`config.mk`:
```
export PLATFORM = sky130hd
export DESIGN_NAME = cvbf_ctrl
export DESIGN_NICKNAME = d
export VERILOG_FILES = /design/src/sv/cvbf_pkg.sv /design/src/sv/cvbf_ctrl.sv
export SDC_FILE = /design/constraint.sdc
export NUM_CORES = 1
export LEC_CHECK = 0
export BUFFER_PORTS_ARGS = -buffer_cell sky130_fd_sc_hd__buf_2
export CAP_MARGIN = 15
export CORE_AREA = 2 2 39 41
export CTS_BUF_LIST = sky130_fd_sc_hd__clkbuf_16
export CTS_CLUSTER_SIZE = 16
export DETAILED_ROUTE_END_ITERATION = 8
export DIE_AREA = 0 0 41 43
export GPL_TIMING_DRIVEN = 0
export PLACE_DENSITY = 0.61
export SYNTH_ARGS = -nofsm -noshare
export SYNTH_HDL_FRONTEND = slang
export SYNTH_SLANG_ARGS = --single-unit
```
`constraint.sdc`:
```
create_clock -name clock -period 2.4 [get_ports clock]
set_clock_uncertainty 0.05 [all_clocks]
set_input_delay 0.24 -clock clock [delete_from_list [all_inputs] [get_ports clock]]
set_output_delay 0.24 -clock clock [all_outputs]
set_load 0.1 [all_outputs]
```
`src/sv/cvbf_pkg.sv`:
```
// Package of shared constants, codes and controller/datapath link types.
package cvbf_pkg;

   localparam int MAX_VERTICES = 256;
   localparam int MAX_EDGES    = 1024;
   localparam int VERT_W       = 8;
   localparam int VCOUNT_W     = 9;

   localparam logic [2:0] MODE_CLEAR   = 3'd0;
   localparam logic [2:0] MODE_ADD     = 3'd1;
   localparam logic [2:0] MODE_COMPUTE = 3'd2;
   localparam logic [2:0] MODE_READ    = 3'd3;
   localparam logic [2:0] MODE_QUERY   = 3'd4;

   localparam logic [1:0] STATUS_OK        = 2'd0;
   localparam logic [1:0] STATUS_FULL      = 2'd1;
   localparam logic [1:0] STATUS_VERTEX    = 2'd2;
   localparam logic [1:0] STATUS_INDEX     = 2'd3;

   typedef enum logic [3:0] {
      ST_IDLE,
      ST_ROOT,
      ST_SCAN_ISSUE,
      ST_SCAN_EDGE,
      ST_SCAN_DISC,
      ST_FINISH,
      ST_POP,
      ST_RESPOND
   } state_type;

   typedef struct packed {
      logic accept;
      logic root_next;
      logic root_enter;
      logic edge_rd;
      logic disc_rd;
      logic low_update;
      logic descend;
      logic finish;
      logic pop;
      logic load_rsp;
   } cmd_type;

   typedef struct packed {
      logic root_done;
      logic root_visited;
      logic scan_end;
      logic edge_skip;
      logic w_visited;
      logic sp_zero;
      logic rsp_free;
   } stat_type;

endpackage

```
`src/sv/cvbf_ctrl.sv`:
```
// Controller state machine that sequences item handling and the search.
module cvbf_ctrl (
   input  logic                clock,
   input  logic                reset,
   input  logic                req_valid,
   input  logic [2:0]          req_mode,
   input  cvbf_pkg::stat_type  stat,
   output logic                req_ready,
   output cvbf_pkg::cmd_type   cmd
);

   cvbf_pkg::state_type state_ff, state_in;

   always_ff @(posedge clock) begin
      if (reset) begin
         state_ff <= cvbf_pkg::ST_IDLE;
      end else begin
         state_ff <= state_in;
      end
   end

   always_comb begin
      state_in  = state_ff;
      cmd       = '0;
      req_ready = 1'b0;
      unique case (state_ff)
         cvbf_pkg::ST_IDLE: begin
            req_ready = !reset;
            if (req_valid && !reset) begin
               cmd.accept = 1'b1;
               state_in = (req_mode == cvbf_pkg::MODE_COMPUTE) ? cvbf_pkg::ST_ROOT
                                                               : cvbf_pkg::ST_RESPOND;
            end
         end
         cvbf_pkg::ST_ROOT: begin
            if (stat.root_done) begin
               state_in = cvbf_pkg::ST_RESPOND;
            end else if (stat.root_visited) begin
               cmd.root_next = 1'b1;
            end else begin
               cmd.root_enter = 1'b1;
               state_in = cvbf_pkg::ST_SCAN_ISSUE;
            end
         end
         cvbf_pkg::ST_SCAN_ISSUE: begin
            if (stat.scan_end) begin
               state_in = cvbf_pkg::ST_FINISH;
            end else begin
               cmd.edge_rd = 1'b1;
               state_in = cvbf_pkg::ST_SCAN_EDGE;
            end
         end
         cvbf_pkg::ST_SCAN_EDGE: begin
            if (stat.edge_skip) begin
               state_in = cvbf_pkg::ST_SCAN_ISSUE;
            end else if (stat.w_visited) begin
               cmd.disc_rd = 1'b1;
               state_in = cvbf_pkg::ST_SCAN_DISC;
            end else begin
               cmd.descend = 1'b1;
               state_in = cvbf_pkg::ST_SCAN_ISSUE;
            end
         end
         cvbf_pkg::ST_SCAN_DISC: begin
            cmd.low_update = 1'b1;
            state_in = cvbf_pkg::ST_SCAN_ISSUE;
         end
         cvbf_pkg::ST_FINISH: begin
            cmd.finish = 1'b1;
            if (stat.sp_zero) begin
               cmd.root_next = 1'b1;
               state_in = cvbf_pkg::ST_ROOT;
            end else begin
               state_in = cvbf_pkg::ST_POP;
            end
         end
         cvbf_pkg::ST_POP: begin
            cmd.pop = 1'b1;
            state_in = cvbf_pkg::ST_SCAN_ISSUE;
         end
         cvbf_pkg::ST_RESPOND: begin
            if (stat.rsp_free) begin
               cmd.load_rsp = 1'b1;
               state_in = cvbf_pkg::ST_IDLE;
            end
         end
         default: begin
            state_in = cvbf_pkg::ST_IDLE;
         end
      endcase
   end

endmodule

```
# ---- Word-level counts from Yosys, hierarchy flattened
# Index checks and enable logic that the tools add are counted.
dict set report op_classes {
  n_eq_ne 11
  mux 32
  n_reduce_logical 5
}
# op count
set ops {}
lappend ops {{one-hot mux 4 bit (7 select lines)} 1}
lappend ops {{2-to-1 mux 1 bit} 20}
lappend ops {{2-to-1 mux 4 bit} 5}
lappend ops {{equality test 4 x 3 -> 1 bit, second input constant} 4}
lappend ops {{2-to-1 mux 3 bit} 4}
lappend ops {{equality test 4 x 2 -> 1 bit, second input constant} 2}
lappend ops {{equality test 4 x 1 -> 1 bit, second input constant} 1}
lappend ops {{zero test 4 bit} 1}
lappend ops {{!= test 2 bit, second input constant} 2}
lappend ops {{equality test 3 x 2 -> 1 bit, second input constant} 1}
lappend ops {{!= test 3 bit, second input constant} 1}
lappend ops {{AND reduction 3 bit} 1}
lappend ops {{2-to-1 mux 2 bit} 1}
lappend ops {{one-hot mux 1 bit (2 select lines)} 1}
lappend ops {{OR reduction 2 bit} 1}
lappend ops {{logical AND 1 bit} 1}
lappend ops {{zero test 1 bit} 1}
dict set report word_totals {
  ff_bits 4
  input_bits 13
  out_inout_bits 11
  wordCells 49
}

# ---- Longest topological paths before layout
# Gate-level depths: netlist (run 1).
dict set report depth {
  word_depth 4
  mapped_depth 5
  depth_no_buf 4
}

# ---- Worst setup path after synthesis (run 1)
# No wires, ideal clock.
dict set report synth_path {
  path_kind {register to output}
  start {register state_ff[2]}
  end {output port cmd[7] (netlist name)}
  t_arrival_ns 3.532
  required_ns 2.110
  slack_ns -1.422
  stages_incl_launch_ff 4
  path_buffers 1
  path_cell_list {dfxtp_1 buf_4 or2b_1 nor4_1}
}
# element line_no
set synth_rtl {}
lappend synth_rtl {{start: declaration} cvbf_ctrl.sv:12} ;# cvbf_pkg::state_type state_ff, state_in;
lappend synth_rtl {{start signal: assignment} cvbf_ctrl.sv:16} ;# state_ff <= cvbf_pkg::ST_IDLE;
lappend synth_rtl {{start signal: assignment} cvbf_ctrl.sv:18} ;# state_ff <= state_in;
lappend synth_rtl {{end: declaration} cvbf_ctrl.sv:9} ;# output cvbf_pkg::cmd_type cmd

==> metrics, run 1 <==
1st-iter DRT viols=6; GPL Wtd Cong=0.715; M2 GR Usage=18.4%; Crit path required time=2.11 ns; status=finished, final reports clean; Yosys reg bits=3; largest net degree at the start of global routing=11; Worst VDD drop=0.000654 V; Syn Nets=62; CTS Root Cell=clkbuf_16; CP delay by family, top=buffers and inverters; area occupied by multi-input gates=314 µm²; PostCTS Resize Cnt=0; hold_buf cts=0; Cell Rows=14; relative slew slack=67.9%; CTS Buf Count=3; Final Util=44.2%; Design Power=1.03 mW; Tmin final=1.89 ns; FF/Latch Area=60.1 µm²; Inserted Diodes=0; Detailed Place HPWL=803 µm; CTS tree=done; top post-synthesis cells by area=dfxtp_1 (16%), nor3b_1 (12%), a21oi_1 (11%); clock slew at reported path FFs=0.03 ns; grt met1 use=14.1%; CTS sink cnt=3; Comb pwr share=63.9%; DRC violations left=0; Layout area overhead=66.9%; Buf+Inv Stages, Crit Path=2; vias in the first global route=361; FILL cells=158; fraction of layout instances using a drive strength above 1=51.3%; P per Cell Area=1680 nW/µm²; global route hottest layer=met2; fmax=0.530 GHz; RSZ-0062 raised after global routing=no; met3 GRT Util=3.14%; final wirelength=1020 µm; # Max-Cap Violations=0; Async SR Flop Fraction=0%; setup TNS=0 ns; dominant cell type by area after synthesis=dfxtp_1; Post-Syn Instances=49; total core area=1380 µm²; worst path arrival time=1.60 ns; post-synth top area share=16.4%; antenna violations before repair=0; Non-Filler Instances=92; Worst-Margin Slew=0.485 ns; I/O Buffers=23; mux cell area share after synthesis=0%; clk_lat worst skew=0.22 ns; crit start category=flop; Hold WC Path Type=primary input to flop; nets=90; Crit Path Category=flop to output pin; Clk pwr share=25.4%; Avg Vias per Cell=5.03; Internal=0.486 mW; wire length per cell=11.1 µm; Initial DRT Pass Iterations=4; Starting Density=26.5%; Synth Area in Compound Gates=25.9%; pins over their slew limit=0; Seq/Total Area, Yosys=16.4%; Post-Synth XOR/XNOR Area=0%; number of synthesized flops with an enable pin=0; postcts setup bufs=0; largest family of logic cells by synthesized area=simple AND/OR/NAND/NOR gates; post-synthesis cell area=367 µm²; first-pass GRT wire length=1430 µm; simple-gate area share of the yosys netlist=51.2%; Remaining Overflow, GRT=0; sw power=0.544 mW; setup violators final=0; GRT Overall Usage=12.1%; total of warnings raised by yosys=0; CP max stage delay=0.46 ns; crit path cell chain=buf_4 -> or2b_1 -> nor4_2 -> buf_2; antenna viol nets, final=0; Die X=41 µm; final hold violation count=0; full die area=1760 µm²; syn avg cell area=7.48 µm²; Post-Place Setup Slack=0.750 ns; Worst Setup Slack, final=0.515 ns; Seq pwr share=10.7%; slowest CP cell=buf_2; top-count cell post-synth=a21oi_1; synth cell count leaders=a21oi_1 (8), nor3b_1 (6); Chip Height=43 µm; top flop regs=state_ff: 3 flops; Max FO, Critical Path=10; Final Cycle Share=78.6%; clk buf depth=2; number of flip-flops in the largest register=3; CP Capture Type=output pin; Synth cell types=25; H-tree depth=1; Net Sw Frac=52.8%; adder-cell area share of the yosys netlist=0%; Lkg Pwr=0.280 nW; placed cell count=88; Most used DFF post-synth=dfxtp_1; Top reg by flops=state_ff; io pins=24; routed via count=463
## layout by cell type, fill, tap and decap left out
master     Yosys  final
a21oi_1        8      8
nand2b_1       3      3
nor4b_1        1      1
or3_4          1      1
and3b_2        1      1
or2b_1         2      2
nor2b_1        1      1
nor3_1         3      1
o32ai_2        1      1
nand2_1        1      1
nor2_1         3      3
dfxtp_1        3      3
nor3b_2        0      3
and3_1         1      1
nor4_2         0      1
buf_4          2      2
o311ai_1       2      2
o21ai_1        1      1
clkbuf_16      0      3
a21oi_2        1      1
and2_1         1      1
nand3b_1       2      2
o211ai_1       1      1
inv_1          1      2
nor3b_1        6      3
nor3_2         0      2
and4_1         1      1
buf_2          1     24
## final timing paths
check                                  from  cells after the start     endpoint  slack (ns)
worst max register to register  state_ff[2]                      5  state_ff[2]        0.95
worst min register to register  state_ff[0]                      3  state_ff[2]        0.71
worst min-delay path                  reset                      2  state_ff[2]        0.19
worst max-delay path            state_ff[2]                      4       cmd[7]        0.51
## kinds of logic after synthesis
logic type,after synthesis
and+or+nand+nor,28
AOI/OAI and AO/OA,14
buffers and inverters,4
DFF,3
## through the flow
| step | area [µm²] | hold slack (ns) |
|---|---|---|
| after detailed placement | 533 | 0.422 |
| after global routing | 612 | 0.200 |
| after floorplan | 398 | 0.259 |
| final | 612 | 0.186 |
| after CTS | 612 | 0.190 |
| after global placement | 533 | 0.416 |
## area by class of cell
type                       count  area share, %
inverter                       1          0.613
clock inverter                 1          0.613
buffer                         3           3.27
multi-input combinational     42           51.3
timing repair buffer          23           18.8
clock buffer                   3           12.3
sequential                     3           9.82
tap                           16           3.27
## power groups by stage
stage	registers [mW]	logic (mW)	clock network (mW)
finish	0.110	0.658	0.261
global route	0.114	0.699	0.268
CTS	0.109	0.662	0.263
detailed placement	0.110	0.660	0
global placement	0.112	0.657	0
floorplan	0.0995	0.568	0
## layer usage
metal / share of wire [%] / vias up
met2: 49 / 18
met4: 1.6 / 0
met1: 43 / 205
met3: 6.5 / 2
li1: - / 238
met5: 0 / -
Power figures use the tool's default switching activity.
==> run 2: changes to the inputs <==
Settings changed: ABC_AREA set to 1.
Clock period 2.4 ns to 1.9 ns, I/O delays scaled along.
==> metrics, run 2 <==
DRC violations left=0 (unchanged); hold path start=reset; CTS tree=done; antenna violations before repair=0 (unchanged); RSZ-0062 raised after global routing=no; Buf+Inv Stages, Crit Path=3 (+1); Reg2Reg Setup Slack=0.60 ns (-0.35 ns); Initial DRT Pass Iterations=2 (-2); Final Cycle Share=94.7%; clock slew at reported path FFs=0.03 ns (about the same); number of flip-flops in the largest register=3 (unchanged); Yosys reg bits=3 (unchanged); dominant cell type by area after synthesis=nand2_1; total core area=1380 µm² (unchanged); crit start category=flop; Chip Height=43 µm (unchanged); top post-synthesis cells by area=nand2_1 (20%), dfxtp_1 (17%), inv_1 (12%); CTS Buf Count=3 (unchanged); top flop regs=state_ff: 3 flops; Starting Density=26.2% (-0.27 points); pins over their slew limit=0 (unchanged); Crit Reg-Reg Endpoint=state_ff[1]; clk buf depth=2 (unchanged); Crit path required time=1.66 ns (-0.45 ns); worst r2r path cells=8 (+3); Top reg by flops=state_ff; worst hold endpoint=state_ff[2]; setup violators final=0 (unchanged); synth cell count leaders=nand2_1 (19), inv_1 (12), nor2_1 (11), nor2_2 (7); Inserted Diodes=0 (unchanged); full die area=1760 µm² (unchanged); status=finished, final reports clean; largest net degree at the start of global routing=9 (-2); Crit Path Category=flop to output pin; crit path cell chain=inv_2 -> nor2_2 -> nand2_1 -> clkinvlp_4 -> nand2_1 -> nand2_2 -> buf_2; Design Power=1.31 mW (+28%); worst path arrival time=1.56 ns (-0.04 ns); CP max stage delay=0.43 ns (-0.03 ns); antenna viol nets, final=0 (unchanged); total of warnings raised by yosys=0 (unchanged); Die X=41 µm (unchanged); critical path's most frequent cell=nand2_1; Seq/Total Area, Yosys=16.6% (+0.17 points); Post-Syn Instances=69 (+41%); Worst-Margin Slew=0.487 ns (+0.00144 ns); relative slew slack=67.8% (-0.096 points); reg-to-reg critical path startpoint=state_ff[2]; clk_lat worst skew=0.22 ns (about the same); final wirelength=939 µm (-8.2%); slowest CP cell=dfxtp_1; Avg Vias per Cell=4.34 (-14%); Detailed Place HPWL=779 µm (-3.0%); io pins=24 (unchanged); Syn Nets=82 (+32%); routed via count=486 (+5.0%); Lkg Pwr=0.376 nW (+34%); commonest non-fill, non-tap cell in the layout=buf_2; H-tree depth=1 (unchanged); Layout area overhead=76.2%; 1st-iter DRT viols=5 (-1); post-synthesis cell area=363 µm² (-1.0%); first-pass GRT wire length=1410 µm (-1.5%); top-count cell post-synth=nand2_1; GPL Wtd Cong=0.810 (+13%); Most used DFF post-synth=dfxtp_1; nets=110 (+22%); CP Capture Type=output pin; Remaining Overflow, GRT=0 (unchanged); postcts setup bufs=0 (unchanged); hold_buf cts=0 (unchanged); placed cell count=108 (+23%); Final Util=46.2% (+2.0 points); Synth cell types=14 (-44%); Cell Rows=14 (unchanged); CTS sink cnt=3 (unchanged); CTS Root Cell=clkbuf_16; fmax=0.556 GHz; number of synthesized flops with an enable pin=0 (unchanged); Non-Filler Instances=112 (+22%); PostCTS Resize Cnt=0 (unchanged); P per Cell Area=2060 nW/µm² (+22%); post-synth top area share=19.7% (+3.3 points); GRT Overall Usage=11.3% (-0.86 points); most frequent cells in the layout=buf_2 (23), nand2_1 (18), inv_1 (12); I/O Buffers=23 (unchanged); Max FO, Critical Path=5 (-5); # Max-Cap Violations=0 (unchanged); Hold WC Path Type=primary input to flop; worst hold slack=0.182 ns (-0.00410 ns); fraction of layout instances using a drive strength above 1=49.0% (-2.4 points); Tmin final=1.80 ns; Async SR Flop Fraction=0% (unchanged); Hold Path Depth=2 (unchanged); wire length per cell=8.38 µm (-25%); syn avg cell area=5.26 µm² (-30%); CP delay by family, top=buffers and inverters; final hold violation count=0 (unchanged); Worst VDD drop=0.000881 V (+35%); vias in the first global route=385 (+6.6%)
run 2: cell count changes after synthesis, sizes merged, moves of 3 or more:
cell    previous run  this run
a21oi              9         3
nor3b              6         0
nand2b             3         0
nand2              1        22
inv                1        14
nor2               3        18
nand4              0         3
run 2: layout make-up:
type	instances	area, µm²
Clock buffer	3	75.1
Inverter	14	56.3
Sequential cell	3	60.1
Multi-Input combinational cell	51	298
Timing Repair Buffer	23	115
Buffer	1	11.3
Clock inverter	1	3.75
Fill cell	140	744
Tap cell	16	20.0
run 2: worst max-delay path by stage:
stage	start	end	slack [ns]	depth (start not counted)
2_1_floorplan	state_ff[1]	cmd[1]	-0.11	2
4_1_cts	state_ff[0]	cmd[8]	0.09	7
6_report	state_ff[0]	cmd[8]	0.10	7
3_3_place_gp	state_ff[0]	cmd[8]	0.31	7
5_1_grt	state_ff[0]	cmd[8]	0.02	7
3_5_place_dp	state_ff[0]	cmd[8]	0.33	7
run 2: per-stage QoR:
| step | instance area [µm²] | setup TNS, ns | setup slack (ns) |
|---|---|---|---|
| after global placement | 561 | 0 | 0.311 |
| after floorplan | 425 | -0.217 | -0.111 |
| final | 639 | 0 | 0.102 |
| after CTS | 639 | 0 | 0.0940 |
| after global routing | 639 | 0 | 0.0178 |
| after detailed placement | 561 | 0 | 0.332 |
run 2: power by group:
part / switching (mW) / internal (mW) / total, mW
combinational: 0.651 / 0.196 / 0.847
clock: 0.0555 / 0.271 / 0.327
sequential: 0.0460 / 0.0951 / 0.141
run 2: kinds of logic (layout without fill, tap and decap cells):
kind of cell,Yosys count,in the layout,synth area share (%)
compound gates,3,3,5.17
buf+inv,15,42,17.6
flops,3,3,16.6
simple gates,48,48,60.7
run 2: per-layer routing:
metal | track usage (%) | part of all wire (%)
met2 | 18.4 | 50
met1 | 14.2 | 45
met3 | 1.57 | 5.4
met4 | 4.00 | 0
met5 | 0 | 0
run 2: worst reg2reg max path, cell delays in order, from the launching register on:
cell     delay (ns)
dfxtp_1        0.30
buf_6          0.13
nor2_2         0.19
nand2_2        0.14
nor2_2         0.15
nor2_1         0.06
nand2_1        0.05
nand2_1        0.04
a21oi_1        0.12
==> run 3: changes to the inputs <==
Settings changed: PLACE_DENSITY 0.61 to 0.68, SETUP_SLACK_MARGIN set to 0.02.
==> metrics, run 3 (synthesis results as in run 2) <==
worst hold endpoint=state_ff[2]; hold path start=reset; FILL cells=141 (+0.71%); GRT Overall Usage=13.2% (+1.9 points); Worst-Margin Slew=0.489 ns (+0.00192 ns); status=finished, final reports clean; worst r2r path cells=8 (unchanged); pins over their slew limit=0 (unchanged); crit start category=flop; top flop regs=state_ff: 3 flops; GPL Wtd Cong=0.798 (-1.5%); setup violators final=0 (unchanged); nets=110 (unchanged); full die area=1760 µm² (unchanged); CTS Buf Count=3 (unchanged); final hold violation count=0 (unchanged); Chip Height=43 µm (unchanged); hold_buf cts=0 (unchanged); Final Util=46.4% (+0.18 points); Clk pwr share=25.0% (+0.2 points); CTS tree=done; Final Cycle Share=92.8% (-1.8 points); Design Power=1.31 mW (about the same); Worst Setup Slack, final=0.136 ns (+0.0348 ns); Top reg by flops=state_ff; Inserted Diodes=0 (unchanged); Avg Vias per Cell=4.26 (-1.9%); postcts setup bufs=0 (unchanged); PostCTS Resize Cnt=0 (unchanged); Hold WC Path Type=primary input to flop; Post-Place Setup Slack=0.307 ns (-0.0248 ns); vias in the first global route=433 (+12%); io pins=24 (unchanged); P per Cell Area=2050 nW/µm² (-0.46%); worst path arrival time=1.52 ns (-0.04 ns); worst hold slack=0.179 ns (-0.00271 ns); Die X=41 µm (unchanged); Crit Reg-Reg Endpoint=state_ff[2]; Reg2Reg Setup Slack=0.62 ns (+0.02 ns); CTS Root Cell=clkbuf_16; DRC violations left=0 (unchanged); total core area=1380 µm² (unchanged); FF/Latch Area=60.1 µm² (unchanged); relative slew slack=67.6% (-0.13 points); Initial DRT Pass Iterations=4 (+2); Cell Rows=14 (unchanged); Seq pwr share=10.7% (about the same); antenna viol nets, final=0 (unchanged); area occupied by multi-input gates=298 µm² (unchanged); clk_lat worst skew=0.22 ns (about the same); Net Sw Frac=57.1% (-0.18 points); Hold Path Depth=2 (unchanged); number of flip-flops in the largest register=3 (unchanged); Crit path required time=1.66 ns (about the same); clk buf depth=2 (unchanged); I/O Buffers=23 (unchanged); Crit Path Category=flop to output pin; Starting Density=26.2% (unchanged); sw power=0.750 mW (-0.38%); routed via count=477 (-1.9%); Tmin final=1.76 ns (-0.0348 ns); CP Capture Type=output pin; commonest non-fill, non-tap cell in the layout=buf_2; Worst VDD drop=0.000858 V (-2.6%); reg-to-reg critical path startpoint=state_ff[2]; Internal=0.564 mW (+0.36%); Layout area overhead=76.9%; Max FO, Critical Path=5 (unchanged); placed inst area=561 µm² (unchanged); fraction of layout instances using a drive strength above 1=49.0% (unchanged); Comb pwr share=64.3% (about the same); fmax=0.567 GHz (+2.0%); 1st-iter DRT viols=5 (unchanged); clock slew at reported path FFs=0.03 ns (about the same); Lkg Pwr=0.376 nW (-0.16%); # Max-Cap Violations=0 (unchanged); most frequent cells in the layout=buf_2 (22), nand2_1 (18), inv_1 (12); post-route cell area=642 µm² (+0.39%); largest net degree at the start of global routing=9 (unchanged); first-pass GRT wire length=1610 µm (+14%); final wirelength=934 µm (-0.53%); wire length per cell=8.34 µm (-0.53%); CTS sink cnt=3 (unchanged); antenna violations before repair=0 (unchanged); RSZ-0062 raised after global routing=no; Detailed Place HPWL=765 µm (-1.8%); Remaining Overflow, GRT=0 (unchanged); H-tree depth=1 (unchanged)
==> run 3: cell types whose count changed in the layout (fill, tap and decap cells not counted) <==
cell / previous run / this run
buf_2: 23 / 22
clkbuf_4: 0 / 1
==> run 3: area by class of cell <==
type / instances / area share, %
Clock inverter: 1 / 0.585
Sequential cell: 3 / 9.36
Multi-Input combinational cell: 51 / 46.4
Timing Repair Buffer: 23 / 18.3
Clock buffer: 3 / 11.7
Inverter: 14 / 8.77
Tap cell: 16 / 3.12
Buffer: 1 / 1.75
==> run 3: critical path, stage by stage, from the launching register on <==
cell,delay [ns]
dfxtp_1,0.43
inv_2,0.06
nor2_2,0.14
nand2_2,0.11
nor3_4,0.11
buf_2,0.44
==> run 3: how the worst max path moves through the flow <==
stage	startpoint	endpoint	slack, ns
after floorplan	state_ff[1]	cmd[1]	-0.11
after global placement	state_ff[0]	cmd[8]	0.31
after detailed placement	state_ff[0]	cmd[8]	0.31
after CTS	state_ff[0]	cmd[8]	0.07
after global routing	state_ff[0]	cmd[7]	0.03
final	state_ff[0]	cmd[7]	0.14
==> run 3: power by group through the flow <==
stage	Clock [mW]	Combinational, mW	Sequential [mW]
final	0.329	0.845	0.140
after global routing	0.338	0.914	0.143
after CTS	0.329	0.847	0.141
after detailed placement	0	0.843	0.141
after global placement	0	0.840	0.141
after floorplan	0	0.733	0.133
==> run 3: through the flow <==
stage / setup TNS, ns / cells
after floorplan: -0.217 / 69
after global placement: 0 / 108
after detailed placement: 0 / 108
after CTS: 0 / 112
after global routing: 0 / 112
final: 0 / 112
==> run 3: routing by layer <==
layer / vias up / GRT usage, % / wire, µm
li1: 265 / - / -
met1: 194 / 15.9 / 425
met2: 18 / 20.0 / 439
met3: 0 / 3.14 / 69
met4: 0 / 8.00 / 0
met5: - / 0 / 0
